[config.mk]
export PLATFORM = sky130hd
export DESIGN_NAME = jpeg_app_segment_finder_unit_flat
export DESIGN_NICKNAME = d
export VERILOG_FILES = /design/src/jasf_pkg.sv /design/src/jasf_req_if.sv /design/src/jasf_rsp_if.sv /design/src/jasf_csr_regs.sv /design/src/jasf_in_reg.sv /design/src/jasf_walker.sv /design/src/jasf_out_reg.sv /design/src/jpeg_app_segment_finder_unit.sv /design/src/flat_wrapper.sv
export SDC_FILE = /design/constraint.sdc
export NUM_CORES = 1
export LEC_CHECK = 0
export BUFFER_PORTS_ARGS = -buffer_cell sky130_fd_sc_hd__buf_2
export CAP_MARGIN = 20
export CORE_MARGIN = 4
export CORE_UTILIZATION = 45
export DETAILED_ROUTE_END_ITERATION = 16
export PLACE_DENSITY_LB_ADDON = 0.3
export SYNTH_ARGS = -nofsm -noshare
export SYNTH_HDL_FRONTEND = slang
export SYNTH_SLANG_ARGS = --single-unit
[constraint.sdc]
create_clock -name clock -period 5.35 [get_ports clock]
set_clock_uncertainty 0.1 [all_clocks]
set_input_delay 0.2675 -clock clock [delete_from_list [all_inputs] [get_ports clock]]
set_output_delay 0.2675 -clock clock [all_outputs]
set_load 0.005 [all_outputs]
[src/jasf_pkg.sv]
`timescale 1ns / 1ps

package jasf_pkg;

   localparam logic [7:0] MARKER_PREFIX = 8'hFF;
   localparam logic [7:0] MARKER_SOI    = 8'hD8;
   localparam logic [7:0] MARKER_EOI    = 8'hD9;
   localparam logic [7:0] WANTED_MARKER_RESET = 8'hE2;
   localparam logic [3:0] MAX_MAGIC_BYTES     = 4'd12;
   localparam logic [3:0] MAGIC_COUNT_RESET   = 4'd12;

   typedef enum logic [2:0] {
      OUTCOME_FOUND      = 3'd0,
      OUTCOME_NO_PREFIX  = 3'd1,
      OUTCOME_EOI        = 3'd2,
      OUTCOME_BUFFER_END = 3'd3,
      OUTCOME_REJECTED   = 3'd4
   } outcome_type;

   typedef enum logic [1:0] {
      REG_WANTED_MARKER = 2'd0,
      REG_MAGIC_FIRST   = 2'd1,
      REG_MAGIC_LAST    = 2'd2,
      REG_MAGIC_COUNT   = 2'd3
   } reg_index_type;

   typedef enum logic [5:0] {
      PH_PREFIX = 6'b000001,
      PH_TYPE   = 6'b000010,
      PH_LEN_HI = 6'b000100,
      PH_LEN_LO = 6'b001000,
      PH_BODY   = 6'b010000,
      PH_WAIT   = 6'b100000
   } phase_type;

   typedef struct packed {
      logic [7:0]  wanted_marker;
      logic [63:0] magic_first_bytes;
      logic [31:0] magic_last_bytes;
      logic [3:0]  magic_count;
   } cfg_type;

   typedef struct packed {
      logic [7:0] data_byte;
      logic       last_byte;
   } req_beat_type;

   typedef struct packed {
      outcome_type outcome;
      logic [23:0] payload_offset;
      logic [15:0] payload_length;
   } rsp_beat_type;

   typedef struct packed {
      logic         valid;
      rsp_beat_type beat;
   } result_type;

   function automatic logic [7:0] magic_byte(input logic [63:0] first,
                                             input logic [31:0] last,
                                             input logic [3:0]  idx);
      logic [7:0] b;
      b = 8'h00;
      if (idx < 4'd8) begin
         b = first[8 * (3'd7 - idx[2:0]) +: 8];
      end else if (idx < 4'd12) begin
         b = last[8 * (2'd3 - idx[1:0]) +: 8];
      end
      return b;
   endfunction

   function automatic logic [3:0] active_magic_count(input logic [3:0] count);
      logic [3:0] m;
      m = count;
      if (m > MAX_MAGIC_BYTES) begin
         m = MAX_MAGIC_BYTES;
      end
      return m;
   endfunction

endpackage

[src/jasf_req_if.sv]
`timescale 1ns / 1ps

interface jasf_req_if;
   logic       valid;
   logic       ready;
   logic [7:0] data_byte;
   logic       last_byte;

   modport source (output valid, output data_byte, output last_byte, input ready);
   modport sink (input valid, input data_byte, input last_byte, output ready);
endinterface

[src/jasf_rsp_if.sv]
`timescale 1ns / 1ps

interface jasf_rsp_if;
   logic        valid;
   logic        ready;
   logic [2:0]  outcome;
   logic [23:0] payload_offset;
   logic [15:0] payload_length;

   modport source (output valid, output outcome, output payload_offset,
                   output payload_length, input ready);
   modport sink (input valid, input outcome, input payload_offset,
                 input payload_length, output ready);
endinterface

[src/jasf_csr_regs.sv]
`timescale 1ns / 1ps

module jasf_csr_regs (
   input  logic              clock,
   input  logic              reset,
   input  logic              csr_write_enable,
   input  logic [1:0]        csr_index,
   input  logic [63:0]       csr_write_data,
   output jasf_pkg::cfg_type cfg
);

   jasf_pkg::cfg_type cfg_ff, cfg_in;

   always_comb begin
      cfg_in = cfg_ff;
      if (csr_write_enable) begin
         case (csr_index)
            jasf_pkg::REG_WANTED_MARKER: cfg_in.wanted_marker = csr_write_data[7:0];
            jasf_pkg::REG_MAGIC_FIRST:   cfg_in.magic_first_bytes = csr_write_data;
            jasf_pkg::REG_MAGIC_LAST:    cfg_in.magic_last_bytes = csr_write_data[31:0];
            jasf_pkg::REG_MAGIC_COUNT:   cfg_in.magic_count = csr_write_data[3:0];
            default: cfg_in = cfg_ff;
         endcase
      end
   end

   always_ff @(posedge clock) begin
      if (reset) begin
         cfg_ff.wanted_marker     <= jasf_pkg::WANTED_MARKER_RESET;
         cfg_ff.magic_first_bytes <= '0;
         cfg_ff.magic_last_bytes  <= '0;
         cfg_ff.magic_count       <= jasf_pkg::MAGIC_COUNT_RESET;
      end else begin
         cfg_ff <= cfg_in;
      end
   end

   assign cfg = cfg_ff;

endmodule

[src/jasf_in_reg.sv]
`timescale 1ns / 1ps

module jasf_in_reg (
   input  logic                   clock,
   input  logic                   reset,
   input  logic                   req_valid,
   input  jasf_pkg::req_beat_type req_beat,
   output logic                   req_ready,
   input  logic                   advance,
   output logic                   in_valid,
   output jasf_pkg::req_beat_type in_beat
);

   logic                   valid_ff, valid_in;
   jasf_pkg::req_beat_type beat_ff;
   logic                   take;

   assign req_ready = !reset && (!valid_ff || advance);
   assign take      = req_valid && req_ready;

   always_comb begin
      valid_in = valid_ff;
      if (take) begin
         valid_in = 1'b1;
      end else if (advance) begin
         valid_in = 1'b0;
      end
   end

   always_ff @(posedge clock) begin
      if (reset) begin
         valid_ff <= 1'b0;
      end else begin
         valid_ff <= valid_in;
      end
   end

   always_ff @(posedge clock) begin
      if (take) begin
         beat_ff <= req_beat;
      end
   end

   assign in_valid = valid_ff;
   assign in_beat  = beat_ff;

endmodule

[src/jasf_walker.sv]
`timescale 1ns / 1ps

module jasf_walker #(
   parameter longint unsigned MAX_BUFFER_BYTES = 64'd16777216
) (
   input  logic                   clock,
   input  logic                   reset,
   input  jasf_pkg::cfg_type      cfg,
   input  logic                   step,
   input  jasf_pkg::req_beat_type beat,
   output jasf_pkg::result_type   result,
   output logic                   answered
);

   localparam int POS_W = $clog2(MAX_BUFFER_BYTES + 64'd1);
   localparam int SEG_W = POS_W + 1;
   localparam logic [POS_W-1:0] POS_LIMIT = POS_W'(MAX_BUFFER_BYTES);

   logic [POS_W-1:0]      pos_ff, pos_in;
   jasf_pkg::phase_type   phase_ff, phase_in;
   logic [SEG_W-1:0]      mark_ff, mark_in;
   logic [7:0]            len_hi_ff, len_hi_in;
   logic [15:0]           len_ff, len_in;
   logic [23:0]           offset_ff, offset_in;
   logic [3:0]            idx_ff, idx_in;
   logic                  wanted_ff, wanted_in;
   logic                  answered_ff, answered_in;
   jasf_pkg::outcome_type pending_ff, pending_in;

   logic [SEG_W-1:0]      pos_ext;
   logic                  hit;
   logic                  examine_en;
   logic [15:0]           field;
   logic [3:0]            mlen;
   logic [7:0]            b;
   logic [7:0]            wm;
   logic                  emit;
   jasf_pkg::outcome_type emit_outcome;
   logic [23:0]           emit_offset;
   logic [15:0]           emit_length;

   assign b          = beat.data_byte;
   assign wm         = cfg.wanted_marker;
   assign pos_ext    = SEG_W'(pos_ff);
   assign hit        = (pos_ext == mark_ff);
   assign examine_en = !answered_ff && (pos_ff != POS_LIMIT);
   assign field      = {len_hi_ff, b};
   assign mlen       = jasf_pkg::active_magic_count(cfg.magic_count);

   always_comb begin
      pos_in       = pos_ff;
      phase_in     = phase_ff;
      mark_in      = mark_ff;
      len_hi_in    = len_hi_ff;
      len_in       = len_ff;
      offset_in    = offset_ff;
      idx_in       = idx_ff;
      wanted_in    = wanted_ff;
      answered_in  = answered_ff;
      pending_in   = pending_ff;
      emit         = 1'b0;
      emit_outcome = jasf_pkg::OUTCOME_FOUND;
      emit_offset  = '0;
      emit_length  = '0;
      if (step) begin
         if (pos_ff != POS_LIMIT) begin
            pos_in = pos_ff + 1'b1;
         end
         if (examine_en) begin
            if (pos_ff == '0 && wm == 8'h00) begin
               emit         = 1'b1;
               emit_outcome = jasf_pkg::OUTCOME_REJECTED;
            end else begin
               case (phase_ff)
                  jasf_pkg::PH_PREFIX: begin
                     if (hit) begin
                        if (b != jasf_pkg::MARKER_PREFIX) begin
                           pending_in = jasf_pkg::OUTCOME_NO_PREFIX;
                           mark_in    = pos_ext + SEG_W'(2);
                           phase_in   = jasf_pkg::PH_WAIT;
                        end else begin
                           phase_in = jasf_pkg::PH_TYPE;
                        end
                     end
                  end
                  jasf_pkg::PH_TYPE: begin
                     if (b == wm) begin
                        if (b == jasf_pkg::MARKER_SOI || b == jasf_pkg::MARKER_EOI) begin
                           pending_in = jasf_pkg::OUTCOME_REJECTED;
                           mark_in    = pos_ext + SEG_W'(1);
                           phase_in   = jasf_pkg::PH_WAIT;
                        end else begin
                           wanted_in = 1'b1;
                           phase_in  = jasf_pkg::PH_LEN_HI;
                        end
                     end else if (b == jasf_pkg::MARKER_EOI) begin
                        pending_in = jasf_pkg::OUTCOME_EOI;
                        mark_in    = pos_ext + SEG_W'(1);
                        phase_in   = jasf_pkg::PH_WAIT;
                     end else if (b == jasf_pkg::MARKER_SOI) begin
                        mark_in  = pos_ext + SEG_W'(1);
                        phase_in = jasf_pkg::PH_PREFIX;
                     end else begin
                        wanted_in = 1'b0;
                        phase_in  = jasf_pkg::PH_LEN_HI;
                     end
                  end
                  jasf_pkg::PH_LEN_HI: begin
                     len_hi_in = b;
                     phase_in  = jasf_pkg::PH_LEN_LO;
                  end
                  jasf_pkg::PH_LEN_LO: begin
                     if (wanted_ff) begin
                        if (field < ({12'h000, mlen} + 16'd2)) begin
                           pending_in = jasf_pkg::OUTCOME_REJECTED;
                           mark_in    = pos_ext + SEG_W'(1);
                           phase_in   = jasf_pkg::PH_WAIT;
                        end else begin
                           idx_in    = '0;
                           mark_in   = pos_ext + SEG_W'(field) - SEG_W'(1);
                           offset_in = 24'(pos_ext + SEG_W'(1));
                           len_in    = field - 16'd2;
                           phase_in  = jasf_pkg::PH_BODY;
                        end
                     end else if (field <= 16'd1) begin
                        // next segment would start inside the length bytes
                        pending_in = jasf_pkg::OUTCOME_NO_PREFIX;
                        mark_in    = pos_ext + SEG_W'(field) + SEG_W'(1);
                        phase_in   = jasf_pkg::PH_WAIT;
                     end else begin
                        mark_in  = pos_ext + SEG_W'(field) - SEG_W'(1);
                        phase_in = jasf_pkg::PH_PREFIX;
                     end
                  end
                  jasf_pkg::PH_BODY: begin
                     if (hit) begin
                        emit         = 1'b1;
                        emit_outcome = jasf_pkg::OUTCOME_FOUND;
                        emit_offset  = offset_ff;
                        emit_length  = len_ff;
                     end else if (idx_ff < mlen && b != jasf_pkg::magic_byte(
                                  cfg.magic_first_bytes, cfg.magic_last_bytes, idx_ff)) begin
                        emit         = 1'b1;
                        emit_outcome = jasf_pkg::OUTCOME_REJECTED;
                     end
                     if (idx_ff != 4'hF) begin
                        idx_in = idx_ff + 4'd1;
                     end
                  end
                  jasf_pkg::PH_WAIT: begin
                     if (hit) begin
                        emit         = 1'b1;
                        emit_outcome = pending_ff;
                     end
                  end
                  default: phase_in = phase_ff;
               endcase
            end
         end
         if (beat.last_byte && !answered_ff && !emit) begin
            emit         = 1'b1;
            emit_outcome = jasf_pkg::OUTCOME_BUFFER_END;
         end
         answered_in = answered_ff || emit;
         if (beat.last_byte) begin
            pos_in      = '0;
            phase_in    = jasf_pkg::PH_PREFIX;
            mark_in     = '0;
            len_hi_in   = '0;
            len_in      = '0;
            offset_in   = '0;
            idx_in      = '0;
            wanted_in   = 1'b0;
            answered_in = 1'b0;
            pending_in  = jasf_pkg::OUTCOME_FOUND;
         end
      end
   end

   always_ff @(posedge clock) begin
      if (reset) begin
         pos_ff      <= '0;
         phase_ff    <= jasf_pkg::PH_PREFIX;
         mark_ff     <= '0;
         wanted_ff   <= 1'b0;
         answered_ff <= 1'b0;
         pending_ff  <= jasf_pkg::OUTCOME_FOUND;
         idx_ff      <= '0;
      end else begin
         pos_ff      <= pos_in;
         phase_ff    <= phase_in;
         mark_ff     <= mark_in;
         wanted_ff   <= wanted_in;
         answered_ff <= answered_in;
         pending_ff  <= pending_in;
         idx_ff      <= idx_in;
      end
   end

   always_ff @(posedge clock) begin
      len_hi_ff <= len_hi_in;
      len_ff    <= len_in;
      offset_ff <= offset_in;
   end

   assign result.valid               = step && emit;
   assign result.beat.outcome        = emit_outcome;
   assign result.beat.payload_offset = emit_offset;
   assign result.beat.payload_length = emit_length;
   assign answered                   = answered_ff;

endmodule

[src/jasf_out_reg.sv]
`timescale 1ns / 1ps

module jasf_out_reg (
   input  logic                   clock,
   input  logic                   reset,
   input  jasf_pkg::result_type   result,
   input  logic                   rsp_ready,
   output logic                   advance,
   output logic                   rsp_valid,
   output jasf_pkg::rsp_beat_type rsp_beat
);

   logic                   valid_ff, valid_in;
   jasf_pkg::rsp_beat_type beat_ff;

   assign advance = !valid_ff || rsp_ready;

   always_comb begin
      valid_in = valid_ff;
      if (advance) begin
         valid_in = result.valid;
      end
   end

   always_ff @(posedge clock) begin
      if (reset) begin
         valid_ff <= 1'b0;
      end else begin
         valid_ff <= valid_in;
      end
   end

   always_ff @(posedge clock) begin
      if (advance && result.valid) begin
         beat_ff <= result.beat;
      end
   end

   assign rsp_valid = valid_ff;
   assign rsp_beat  = beat_ff;

endmodule

[src/jpeg_app_segment_finder_unit.sv]
`timescale 1ns / 1ps

// Walks the marker chain of a JPEG buffer streamed one byte per req beat and
// gives exactly one rsp beat per buffer (found offset/length or a failure
// code); bytes after the answer are swallowed up to the last_byte beat.
// Throughput is one byte per clock while no held answer waits: the input
// register feeds a parse step of position adds and compares, and an output
// register holds the answer until rsp takes it. rsp valid rises once the
// deciding byte has passed the input register and the answer is registered
// in the output register. The pipe stalls only while a held answer is not
// taken. Registers must be written only while idle; the block does not check.

module jpeg_app_segment_finder_unit #(
   parameter longint unsigned MAX_BUFFER_BYTES = 64'd16777216
) (
   input  logic              clock,
   input  logic              reset,
   jasf_req_if.sink          req_chan,
   jasf_rsp_if.source        rsp_chan,
   input  logic              csr_write_enable,
   input  logic [1:0]        csr_index,
   input  logic [63:0]       csr_write_data
);

   jasf_pkg::cfg_type      cfg;
   jasf_pkg::req_beat_type req_beat;
   jasf_pkg::req_beat_type in_beat;
   jasf_pkg::result_type   walker_result;
   jasf_pkg::rsp_beat_type rsp_beat;
   logic                   in_valid;
   logic                   advance;
   logic                   step;
   logic                   walker_answered;
   logic                   req_ready;
   logic                   rsp_valid;

   assign req_beat.data_byte = req_chan.data_byte;
   assign req_beat.last_byte = req_chan.last_byte;
   assign req_chan.ready     = req_ready;
   assign step               = in_valid && advance;

   jasf_csr_regs u_csr (
      .clock            (clock),
      .reset            (reset),
      .csr_write_enable (csr_write_enable),
      .csr_index        (csr_index),
      .csr_write_data   (csr_write_data),
      .cfg              (cfg)
   );

   jasf_in_reg u_in_reg (
      .clock     (clock),
      .reset     (reset),
      .req_valid (req_chan.valid),
      .req_beat  (req_beat),
      .req_ready (req_ready),
      .advance   (advance),
      .in_valid  (in_valid),
      .in_beat   (in_beat)
   );

   jasf_walker #(
      .MAX_BUFFER_BYTES (MAX_BUFFER_BYTES)
   ) u_walker (
      .clock    (clock),
      .reset    (reset),
      .cfg      (cfg),
      .step     (step),
      .beat     (in_beat),
      .result   (walker_result),
      .answered (walker_answered)
   );

   jasf_out_reg u_out_reg (
      .clock     (clock),
      .reset     (reset),
      .result    (walker_result),
      .rsp_ready (rsp_chan.ready),
      .advance   (advance),
      .rsp_valid (rsp_valid),
      .rsp_beat  (rsp_beat)
   );

   assign rsp_chan.valid          = rsp_valid;
   assign rsp_chan.outcome        = rsp_beat.outcome;
   assign rsp_chan.payload_offset = rsp_beat.payload_offset;
   assign rsp_chan.payload_length = rsp_beat.payload_length;

`ifndef SYNTHESIS
   a_last_clears_answer: assert property (@(posedge clock) disable iff (reset)
      step && in_beat.last_byte |=> !walker_answered)
      else $error("answer flag survived end of buffer");

   a_single_answer: assert property (@(posedge clock) disable iff (reset)
      step && walker_answered |-> !walker_result.valid)
      else $error("second answer in one buffer");

   a_last_always_answers: assert property (@(posedge clock) disable iff (reset)
      step && in_beat.last_byte && !walker_answered |-> walker_result.valid)
      else $error("buffer ended without an answer");

   a_answer_reaches_port: assert property (@(posedge clock) disable iff (reset)
      step && walker_result.valid |=>
         rsp_chan.valid && rsp_chan.outcome == $past(walker_result.beat.outcome))
      else $error("answer lost on the way to the rsp port");
`endif

endmodule
[src/flat_wrapper.sv]
// flat-port wrapper written by rule: the top's interface ports become plain ports
module jpeg_app_segment_finder_unit_flat 
#(
   parameter longint unsigned MAX_BUFFER_BYTES = 64'd16777216
)
  (clock, reset, csr_write_enable, csr_index, csr_write_data, req_chan_valid, req_chan_data_byte, req_chan_last_byte, req_chan_ready, rsp_chan_valid, rsp_chan_outcome, rsp_chan_payload_offset, rsp_chan_payload_length, rsp_chan_ready);
  jasf_req_if req_chan_i ();
  jasf_rsp_if rsp_chan_i ();
  input  logic clock;
  input  logic reset;
  input  logic csr_write_enable;
  input  logic [1:0] csr_index;
  input  logic [63:0] csr_write_data;
  input wire logic [$bits(req_chan_i.valid)-1:0] req_chan_valid;
  input wire logic [$bits(req_chan_i.data_byte)-1:0] req_chan_data_byte;
  input wire logic [$bits(req_chan_i.last_byte)-1:0] req_chan_last_byte;
  output wire logic [$bits(req_chan_i.ready)-1:0] req_chan_ready;
  output wire logic [$bits(rsp_chan_i.valid)-1:0] rsp_chan_valid;
  output wire logic [$bits(rsp_chan_i.outcome)-1:0] rsp_chan_outcome;
  output wire logic [$bits(rsp_chan_i.payload_offset)-1:0] rsp_chan_payload_offset;
  output wire logic [$bits(rsp_chan_i.payload_length)-1:0] rsp_chan_payload_length;
  input wire logic [$bits(rsp_chan_i.ready)-1:0] rsp_chan_ready;
  assign req_chan_i.valid = req_chan_valid;
  assign req_chan_i.data_byte = req_chan_data_byte;
  assign req_chan_i.last_byte = req_chan_last_byte;
  assign req_chan_ready = req_chan_i.ready;
  assign rsp_chan_valid = rsp_chan_i.valid;
  assign rsp_chan_outcome = rsp_chan_i.outcome;
  assign rsp_chan_payload_offset = rsp_chan_i.payload_offset;
  assign rsp_chan_payload_length = rsp_chan_i.payload_length;
  assign rsp_chan_i.ready = rsp_chan_ready;
  jpeg_app_segment_finder_unit #(.MAX_BUFFER_BYTES(MAX_BUFFER_BYTES)) u_core (.clock(clock), .reset(reset), .req_chan(req_chan_i), .rsp_chan(rsp_chan_i), .csr_write_enable(csr_write_enable), .csr_index(csr_index), .csr_write_data(csr_write_data));
endmodule
==> results of run 1 <==
placed cells by master, fill, tap and decap left out, drive strengths merged, types with 44 or more instances in the layout:
cell type      n
a21oi        207
and2          51
buf          150
dfxtp        176
dlygate4sd3   76
edfxtp       100
nand2        293
nand3         44
nor2         174
o21ai         86
xnor2         79
path summary, 6_finish.rpt:
kind / to / slack (ns) / startpoint / depth (start not counted)
worst max-delay path: u_core.u_walker.mark_ff[23] / 0.88 / u_core.u_in_reg.in_beat[1] / 13
worst max register to register: u_core.u_walker.mark_ff[23] / 0.88 / u_core.u_in_reg.in_beat[1] / 13
worst min register to register: u_core.u_csr.cfg[97] / 0.35 / u_core.u_csr.cfg[97] / 2
worst min-delay path: u_core.u_walker.mark_ff[2] / 0.13 / reset / 2
logic make-up (layout without fill, tap and decap cells):
family,after synthesis,count (layout)
and+or+nand+nor,794,794
adders and majority gates,32,32
xor gates and xnor gates,122,122
other,1,1
muxes,51,51
DFF,276,276
AOI/OAI and AO/OA,461,461
buffers and inverters,174,320
per-stage QoR:
stage / std cells / util (%) / cell area, um^2 / hold WS (ns)
floorplan: 1911 / - / 16370 / 0.2664
global placement: 2386 / 48.09 / 17190 / 0.3385
detailed placement: 2386 / 48.09 / 17190 / 0.3450
CTS: 2518 / 52.99 / 18940 / 0.1133
global route: 2518 / 52.99 / 18940 / 0.1451
finish: 2518 / 52.99 / 18940 / 0.1298
power breakdown:
group | leakage, nW | internal (W) | total [W] | switching, W
clock network | 0.492 | 0.00118 | 0.00208 | 0.000904
logic | 3.94 | 0.000156 | 0.000388 | 0.000232
registers | 2.48 | 0.00221 | 0.00225 | 0.0000348
total | 6.91 | 0.00355 | 0.00472 | 0.00117
registers in the layout, summed over array words and instances (netlist names):
register and count:
u_core.u_walker.len_ff 16, u_core.u_walker.pending_ff 3, u_core.u_walker.idx_ff 4, u_core.u_in_reg.in_beat 9
u_core.u_out_reg.rsp_valid 1, u_core.u_walker.phase_ff 6, u_core.u_walker.len_hi_ff 8, u_core.u_walker.pos_ff 25
u_core.u_in_reg.in_valid 1, u_core.u_out_reg.rsp_beat 43, u_core.u_walker.offset_ff 24, u_core.u_walker.wanted_ff 1
u_core.u_csr.cfg 108, u_core.u_walker.mark_ff 26, u_core.u_walker.answered 1
repair_timing:
| item | in CTS | in global routing |
|---|---|---|
| resized for setup | 0 | 0 |
| hold buffers | 76 | 0 |
| endpoints found under the hold margin | 119 | 0 |
layer usage:
layer	wire (um)	vias up
met1	22770	7184
li1	-	7097
met4	1445	0
met3	3922	82
met2	22940	672
met5	0	-
layout make-up:
cell class	count	share of cell area (%)
clock buffers	40	4.492
clock inverters	16	0.7399
inverters	38	0.7531
multi-input cells	1461	48.10
flip-flops and latches	276	34.47
well taps	461	3.046
repair buffers	226	8.403
worst reg2reg max path, stage by stage, from the launching register on:
cell and delay, ns:
edfxtp_1 0.61, ha_1 0.28, inv_1 0.07, fa_1 0.46, nor2b_4 0.20, nor2_1 0.12, or3_1 0.39, nor3_1 0.49
nand4_1 0.24, or4_1 0.66, nor3_2 0.31, nand4_1 0.14, a31oi_1 0.20, o211ai_1 0.09
==> results.json, run 1 <==
{
  "outcome": "complete, no violations",
  "drc": 0,
  "crit_chain": "ha_1 > inv_1 > fa_1 > nor2b_4 > nor2_1 > or3_1 > nor3_1 > nand4_1 > or4_1 > nor3_2 > nand4_1 > a31oi_1 > o211ai_1",
  "yosysTopAreaCell": "dfxtp_1",
  "max-clock-path-buffers": 3,
  "cts_root_buffer": "clkbuf_16",
  "layout-area-overhead-vs-synth_pct": 15.71,
  "dieHeight_um": 198.7,
  "drive_gt1_share_pct": 13.90,
  "clock_insertion_delay_worst_skew_ns": 0.58,
  "gr-usage-all-layers_pct": 25.05,
  "register_area_um2": 6528,
  "busiest_layer": "met2",
  "min_path_type": "input pin to flip-flop",
  "worst_pin_slew_ns": 1.187,
  "setup_violations": 0,
  "max_stage_delay_ns": 0.66,
  "grt_pass1_vias": 14020,
  "core_area_um2": 35740,
  "syn_inst": 1911,
  "synth-compound-area-share_pct": 17.50,
  "numCtsBuffers": 31,
  "pin_count": 125,
  "worstPathRequired_ns": 5.70,
  "rsz0062_at_grt": "false",
  "fin_total_pwr_w": 0.004719,
  "synth-edff-count": 100,
  "overflow": 0,
  "post_drt_wl_per_cell_um": 20.28,
  "fillCellCount": 3323,
  "cp_slowest_cell": "or4_1",
  "row_count": 69,
  "grtUsageMet3_pct": 3.371,
  "vias_per_cell": 5.971,
  "ys_ff_latch": 276,
  "synth_top_family_by_area": "simple AND/OR/NAND/NOR gates",
  "powerDensity_nw_per_um2": 249.2,
  "worstSetupStartpointType": "flip-flop",
  "ys_warn_count": 0,
  "synth_fa_ha_area_share_pct": 2.492,
  "cts_setup_buffers": 0,
  "synthTopCellsByArea": "dfxtp_1, edfxtp_1, nand2_1",
  "crit_type": "flip-flop to flip-flop",
  "cp_max_fo": 8,
  "seq_area_frac_synth_pct": 39.87,
  "use_met2_pct": 39.61,
  "start_util_pct": 45.80,
  "relSlewSlack_pct": 20.58,
  "cp.arrival_ns": 4.82,
  "vias": 15040,
  "netlist_area_um2": 16370,
  "drtPass1Iterations": 6,
  "async_flop_share_pct": 0,
  "routed_wl_um": 51080,
  "tns_ns": 0,
  "final_hold_viol_count": 0,
  "place_ws_ns": 0.9960,
  "multi_input_area_um2": 9110,
  "hpwl_um": 36930,
  "chipWidth_um": 198.7,
  "htree_num_levels": 1,
  "vdd.ir_drop.worst_uv": 256.1,
  "synth_top_cell_area_share_pct": 21.53,
  "antenna_cells": 0,
  "synth_cell_types": 105,
  "met1_usage_pct": 36.35,
  "setup_ws_ns": 0.8786,
  "cp_common_cell": "nand4_1",
  "fin_crit_ns": 4.471,
  "slew_violations": 0,
  "cts_tree": "built",
  "maxCapViolCount": 0,
  "synth.most_common_cell": "nand2_1",
  "synth_simple_gate_area_share_pct": 23.86,
  "crit_buf_inv": 1,
  "port_buffers": 124,
  "leakagePower_nw": 6.909,
  "postSynthAreaPerCell_um2": 8.565,
  "grt_max_degree": 65,
  "antenna_found_initial": 0,
  "synth_ff_type": "dfxtp_1",
  "drtIter0Drc": 1579,
  "grt_pass1_wl_um": 79700,
  "cp-end-kind": "flip-flop",
  "syn_nets": 2023,
  "crit_family": "simple AND/OR/NAND/NOR gates",
  "routabilityCongestion": 0.9551,
  "ant_nets": 0,
  "cts.clk_slew.worst_paths_ns": 0.06,
  "cts.sinks": 276,
  "max_freq_ghz": 0.2236,
  "nets": 2146,
  "timing.final.crit_share_pct": 83.58,
  "synth.area.mux_share_pct": 4.961,
  "synthXorXnorAreaFrac_pct": 6.620,
  "die_area_um2": 39490,
  "synth_common_cells": "nand2_1, a21oi_1, dfxtp_1, nor2_1, edfxtp_1"
}
No activity file was read; power rests on OpenSTA's default activity.
==> run 2, diff against run 1 <==
Clock period 5.35 ns to 4 ns, I/O delays scaled along.
==> results.json, run 2 (synthesis results as in run 1) <==
{
  "grt_pass1_vias": 14500,
  "layout-area-overhead-vs-synth_pct": 21.18,
  "max_freq_ghz": 0.2619,
  "gr-usage-all-layers_pct": 25.66,
  "fin_crit_ns": 3.819,
  "pin_count": 125,
  "timing.final.crit_share_pct": 95.47,
  "drive_gt1_share_pct": 18.02,
  "chipWidth_um": 198.7,
  "cp-end-kind": "flip-flop",
  "p_comb_share_pct": 8.8,
  "largest_reg_flops": 108,
  "numCtsBuffers": 30,
  "drtPass1Iterations": 9,
  "port_buffers": 124,
  "r2r_cells": 11,
  "p_switching_w": 0.001523,
  "holdWs_ns": 0.02778,
  "dieHeight_um": 198.7,
  "cts.clk_slew.worst_paths_ns": 0.06,
  "leakagePower_nw": 7.456,
  "die_area_um2": 39490,
  "vias": 15470,
  "antenna_found_initial": 1,
  "drtIter0Drc": 1504,
  "min_path_type": "input pin to flip-flop",
  "pwr-share-seq_pct": 46.7,
  "pwr-share-clk_pct": 44.4,
  "routed_wl_um": 52450,
  "relSlewSlack_pct": 44.54,
  "cts_tree": "built",
  "intPower_w": 0.004883,
  "antenna_cells": 0,
  "overflow": 0,
  "routabilityCongestion": 1.029,
  "min_path_cells": 5,
  "outcome": "complete, no violations",
  "powerDensity_nw_per_um2": 323.0,
  "vdd.ir_drop.worst_uv": 432.3,
  "crit_type": "flip-flop to flip-flop",
  "max_stage_delay_ns": 0.64,
  "cts_root_buffer": "clkbuf_16",
  "layout_common_cells": "nand2_1, a21oi_1, dfxtp_1, nor2_1, buf_2",
  "cts.sinks": 276,
  "crit_chain": "ha_1 > nand3_1 > nor2_1 > o211ai_2 > a211oi_2 > o21ai_1 > or4_4 > nor4_1 > a31oi_1 > nor3_1 > o21ai_1",
  "layout_commonest_cell": "nand2_1",
  "worstSetupStartpointType": "flip-flop",
  "clock_insertion_delay_worst_skew_ns": 0.56,
  "final_hold_viol_count": 0,
  "cp.arrival_ns": 4.15,
  "cp_slowest_cell": "or4_4",
  "setup_violations": 0,
  "cp_max_fo": 9,
  "row_count": 69,
  "max-clock-path-buffers": 3,
  "vias_per_cell": 5.904,
  "worstPathRequired_ns": 4.33,
  "worst_pin_slew_ns": 0.8318,
  "start_util_pct": 45.80,
  "grt_pass1_wl_um": 80920,
  "maxCapViolCount": 0,
  "ant_nets": 0,
  "post_drt_wl_per_cell_um": 20.02,
  "switching_share_pct": 23.77,
  "htree_num_levels": 1,
  "nets": 2247,
  "core_area_um2": 35740,
  "grt_max_degree": 70,
  "drc": 0,
  "cp_common_cell": "o21ai_1",
  "slew_violations": 0,
  "tns_ns": 0,
  "hpwl_um": 38630
}
[run 2: cell count changes in the layout (fill, tap and decap cells not counted), moves of 3 or more]
cell,change
buf_4,+95
clkbuf_8,+3
dlygate4sd3_1,+3
buf_12,+3
clkinv_2,-4
[run 2: path summary, 6_finish.rpt]
path | start | end | slack [ns]
min | csr_index[1] | u_core.u_csr.cfg[5] | 0.03
max reg2reg | u_core.u_walker.len_hi_ff[1] | u_core.u_walker.mark_ff[25] | 0.18
min reg2reg | u_core.u_csr.cfg[80] | u_core.u_csr.cfg[80] | 0.35
max | u_core.u_walker.len_hi_ff[1] | u_core.u_walker.mark_ff[25] | 0.18
[run 2: power groups by stage]
stage | clock [W] | combinational, W | sequential, W
global route | 0.00302 | 0.000610 | 0.00300
detailed placement | 0 | 0.000488 | 0.00305
floorplan | 0 | 0.000305 | 0.00304
global placement | 0 | 0.000482 | 0.00305
finish | 0.00285 | 0.000566 | 0.00299
CTS | 0.00289 | 0.000549 | 0.00299
[run 2: worst max-delay path, delay by kind of cell, from the launching register on]
family | cells | cell delay [ns]
AOI/OAI and AO/OA | 5 | 1.12
adders and majority gates | 1 | 0.49
DFF | 1 | 0.49
and+or+nand+nor | 5 | 1.49
[run 2: metrics by stage]
stage               setup WS (ns)  util [%]  total power (W)  cell area (um^2)  std cells
floorplan                0.004864         -         0.003349             16390       1911
global placement           0.2264     50.15         0.003533             17920       2481
detailed placement         0.1874     50.19         0.003543             17940       2482
CTS                        0.1637     55.27         0.006436             19760       2617
global route             -0.04175     55.50         0.006629             19840       2620
finish                     0.1811     55.50         0.006406             19840       2620
[run 2: timing repair]
action	CTS	global route
endpoints found under the hold margin	119	0
hold buffers	79	0
setup endpoints to repair	0	10
buffers inserted	0	2
gates resized for setup	0	8
[run 2: routing by layer]
metal / track usage (%) / up-vias / wire (um)
met1: 35.60 / 7402 / 22480
met4: 7.852 / 0 / 1861
met5: 0 / - / 0
met2: 39.86 / 648 / 23200
li1: - / 7316 / -
met3: 6.318 / 102 / 4903
[run 2: area by class of cell]
| type | count | area, um^2 |
|---|---|---|
| timing repair buffer | 328 | 2410 |
| clock inverter | 11 | 126.4 |
| inverter | 38 | 142.6 |
| fill | 3217 | 15910 |
| clock buffer | 45 | 899.6 |
| tap | 461 | 576.8 |
| sequential | 276 | 6528 |
| multi-input combinational | 1461 | 9153 |
==> run 3, diff against run 2 <==
Settings changed: ABC_CLOCK_PERIOD_IN_PS from default to 4000, CORE_ASPECT_RATIO from default to 1.2, RECOVER_POWER from default to 50.
==> results.json, run 3 (synthesis results as in run 1) <==
{
  "slew_violations": 90,
  "fillCellCount": 3227,
  "wl_met2_um": 27680,
  "rsz0062_at_grt": "true",
  "cp.arrival_ns": 4.18,
  "crit_buf_inv": 1,
  "min_path_type": "input pin to flip-flop",
  "die_area_um2": 39500,
  "p_switching_w": 0.001586,
  "violations": "capacitance limit, slew limit",
  "drtIter0Drc": 1231,
  "grt_pass1_wl_um": 85460,
  "numCtsBuffers": 30,
  "grt_max_degree": 80,
  "dp.cells": 2524,
  "final_cells": 2657,
  "dieHeight_um": 216.9,
  "worstPathRequired_ns": 4.33,
  "maxCapViolCount": 2,
  "relSlewSlack_pct": -92.06,
  "hpwl_um": 41670,
  "wl_met3_um": 3176,
  "pwr-share-seq_pct": 46.3,
  "worst_pin_slew_ns": 2.881,
  "max-clock-path-buffers": 3,
  "tns_ns": 0,
  "core_area_um2": 35940,
  "cts.sinks": 276,
  "powerDensity_nw_per_um2": 323.1,
  "row_count": 76,
  "vdd.ir_drop.worst_uv": 335.5,
  "nets": 2277,
  "vias_per_cell": 5.888,
  "pwr-share-clk_pct": 45.0,
  "ant_nets": 0,
  "port_buffers": 124,
  "worstSetupStartpointType": "flip-flop",
  "overflow": 0,
  "chipWidth_um": 182.1,
  "crit_type": "flip-flop to flip-flop",
  "routed.top_layer": "met4",
  "htree_num_levels": 1,
  "cp_slowest_cell": "or4_1",
  "vias": 15640,
  "crit_chain": "clkbuf_1 > or4_1 > or2_0 > or3_1 > o211ai_1 > o21ai_0 > a221o_1 > a22oi_1 > nor2_1",
  "intPower_w": 0.004888,
  "grt_pass1_vias": 15290,
  "antenna_cells": 0,
  "routed_wl_um": 55960,
  "layout_common_cells": "nand2_1, a21oi_1, dfxtp_1, nor2_1, buf_4",
  "clock_insertion_delay_worst_skew_ns": 0.59,
  "fin_crit_ns": 3.855,
  "drive_gt1_share_pct": 17.68,
  "wirelength_met1_um": 20940,
  "cp-end-kind": "flip-flop",
  "outcome": "finished with violations",
  "timing.final.crit_share_pct": 96.38,
  "cp_max_fo": 9,
  "start_util_pct": 45.54,
  "setup_violations": 0,
  "largest_reg_flops": 108,
  "drtPass1Iterations": 6,
  "layout-area-overhead-vs-synth_pct": 22.41,
  "antenna_found_initial": 0,
  "leakagePower_nw": 7.482,
  "cts.clk_slew.worst_paths_ns": 0.06,
  "p_comb_share_pct": 8.7,
  "switching_share_pct": 24.50,
  "max_stage_delay_ns": 0.66,
  "pin_count": 125,
  "drc": 0,
  "layout_commonest_cell": "nand2_1",
  "max_freq_ghz": 0.2594,
  "gr-usage-all-layers_pct": 27.35,
  "crit_family": "simple AND/OR/NAND/NOR gates",
  "post_drt_wl_per_cell_um": 21.06,
  "routabilityCongestion": 1.000,
  "cts_tree": "built",
  "final_hold_viol_count": 0,
  "cts_root_buffer": "clkbuf_16"
}
## run 3: changes by cell type in the layout (fill, tap and decap cells not counted), moves of 2 or more
cell	delta
clkinvlp_4	-2
buf_2	-33
buf_12	+3
inv_6	+3
clkbuf_1	+32
buf_4	+25
inv_4	+2
clkbuf_2	+2
clkbuf_8	-2
dlygate4sd3_1	-3
clkinv_2	+5
## run 3: timing repair
action | CTS | global route
endpoints found under the hold margin | 119 | 0
setup buffers | 0 | 1
hold buffers | 76 | 0
endpoints found under the setup margin | 0 | 13
resized for setup | 0 | 8
## run 3: final timing paths
check	startpoint	slack [ns]	depth (start not counted)	endpoint
max reg2reg	u_core.u_in_reg.in_beat[5]	0.14	9	u_core.u_walker.mark_ff[7]
min	csr_index[0]	0.09	5	u_core.u_csr.cfg[106]
max	u_core.u_in_reg.in_beat[5]	0.14	9	u_core.u_walker.mark_ff[7]
min reg2reg	u_core.u_csr.cfg[98]	0.35	2	u_core.u_csr.cfg[98]
## run 3: stage by stage
step	hold slack (ns)	utilization, %	setup WS, ns	total power (W)	instance area, um^2
after floorplan	0.1989	-	0.004864	0.003349	16390
after global placement	0.2793	50.74	0.2032	0.003545	18240
after detailed placement	0.2783	50.74	0.1159	0.003556	18240
after CTS	0.03709	55.77	0.06617	0.006508	20050
after global routing	0.1016	55.74	0.003880	0.006675	20040
final	0.09498	55.74	0.1447	0.006474	20040
## run 3: worst register-to-register path, cell delays in order, from the launching register on
cell and delay (ns):
edfxtp_1 0.40, clkbuf_1 0.33, or4_1 0.67, or2_0 0.52, or3_1 0.61, o211ai_1 0.17, o21ai_0 0.27, a221o_1 0.43
a22oi_1 0.16, nor2_1 0.05
## run 3: cell type report
type | count | area [um^2] | area share, %
Tap cell | 468 | 585.6 | 2.922
Inverter | 38 | 142.6 | 0.7119
Sequential cell | 276 | 6528 | 32.58
Multi-Input combinational cell | 1461 | 9141 | 45.62
Clock buffer | 38 | 834.6 | 4.165
Clock inverter | 18 | 211.5 | 1.055
Timing Repair Buffer | 358 | 2594 | 12.94
## run 3: power groups by stage
stage	clock, W	sequential (W)	combinational [W]
final	0.00291	0.00300	0.000566
after detailed placement	0	0.00306	0.000500
after global routing	0.00306	0.00300	0.000614
after global placement	0	0.00305	0.000491
after CTS	0.00295	0.00300	0.000559
after floorplan	0	0.00304	0.000305
## run 3: per-layer routing
| metal | up-vias | GRT usage (%) |
|---|---|---|
| met5 | - | 0 |
| met2 | 635 | 48.13 |
| met1 | 7451 | 30.95 |
| met4 | 0 | 17.59 |
| met3 | 176 | 3.862 |
| li1 | 7382 | - |
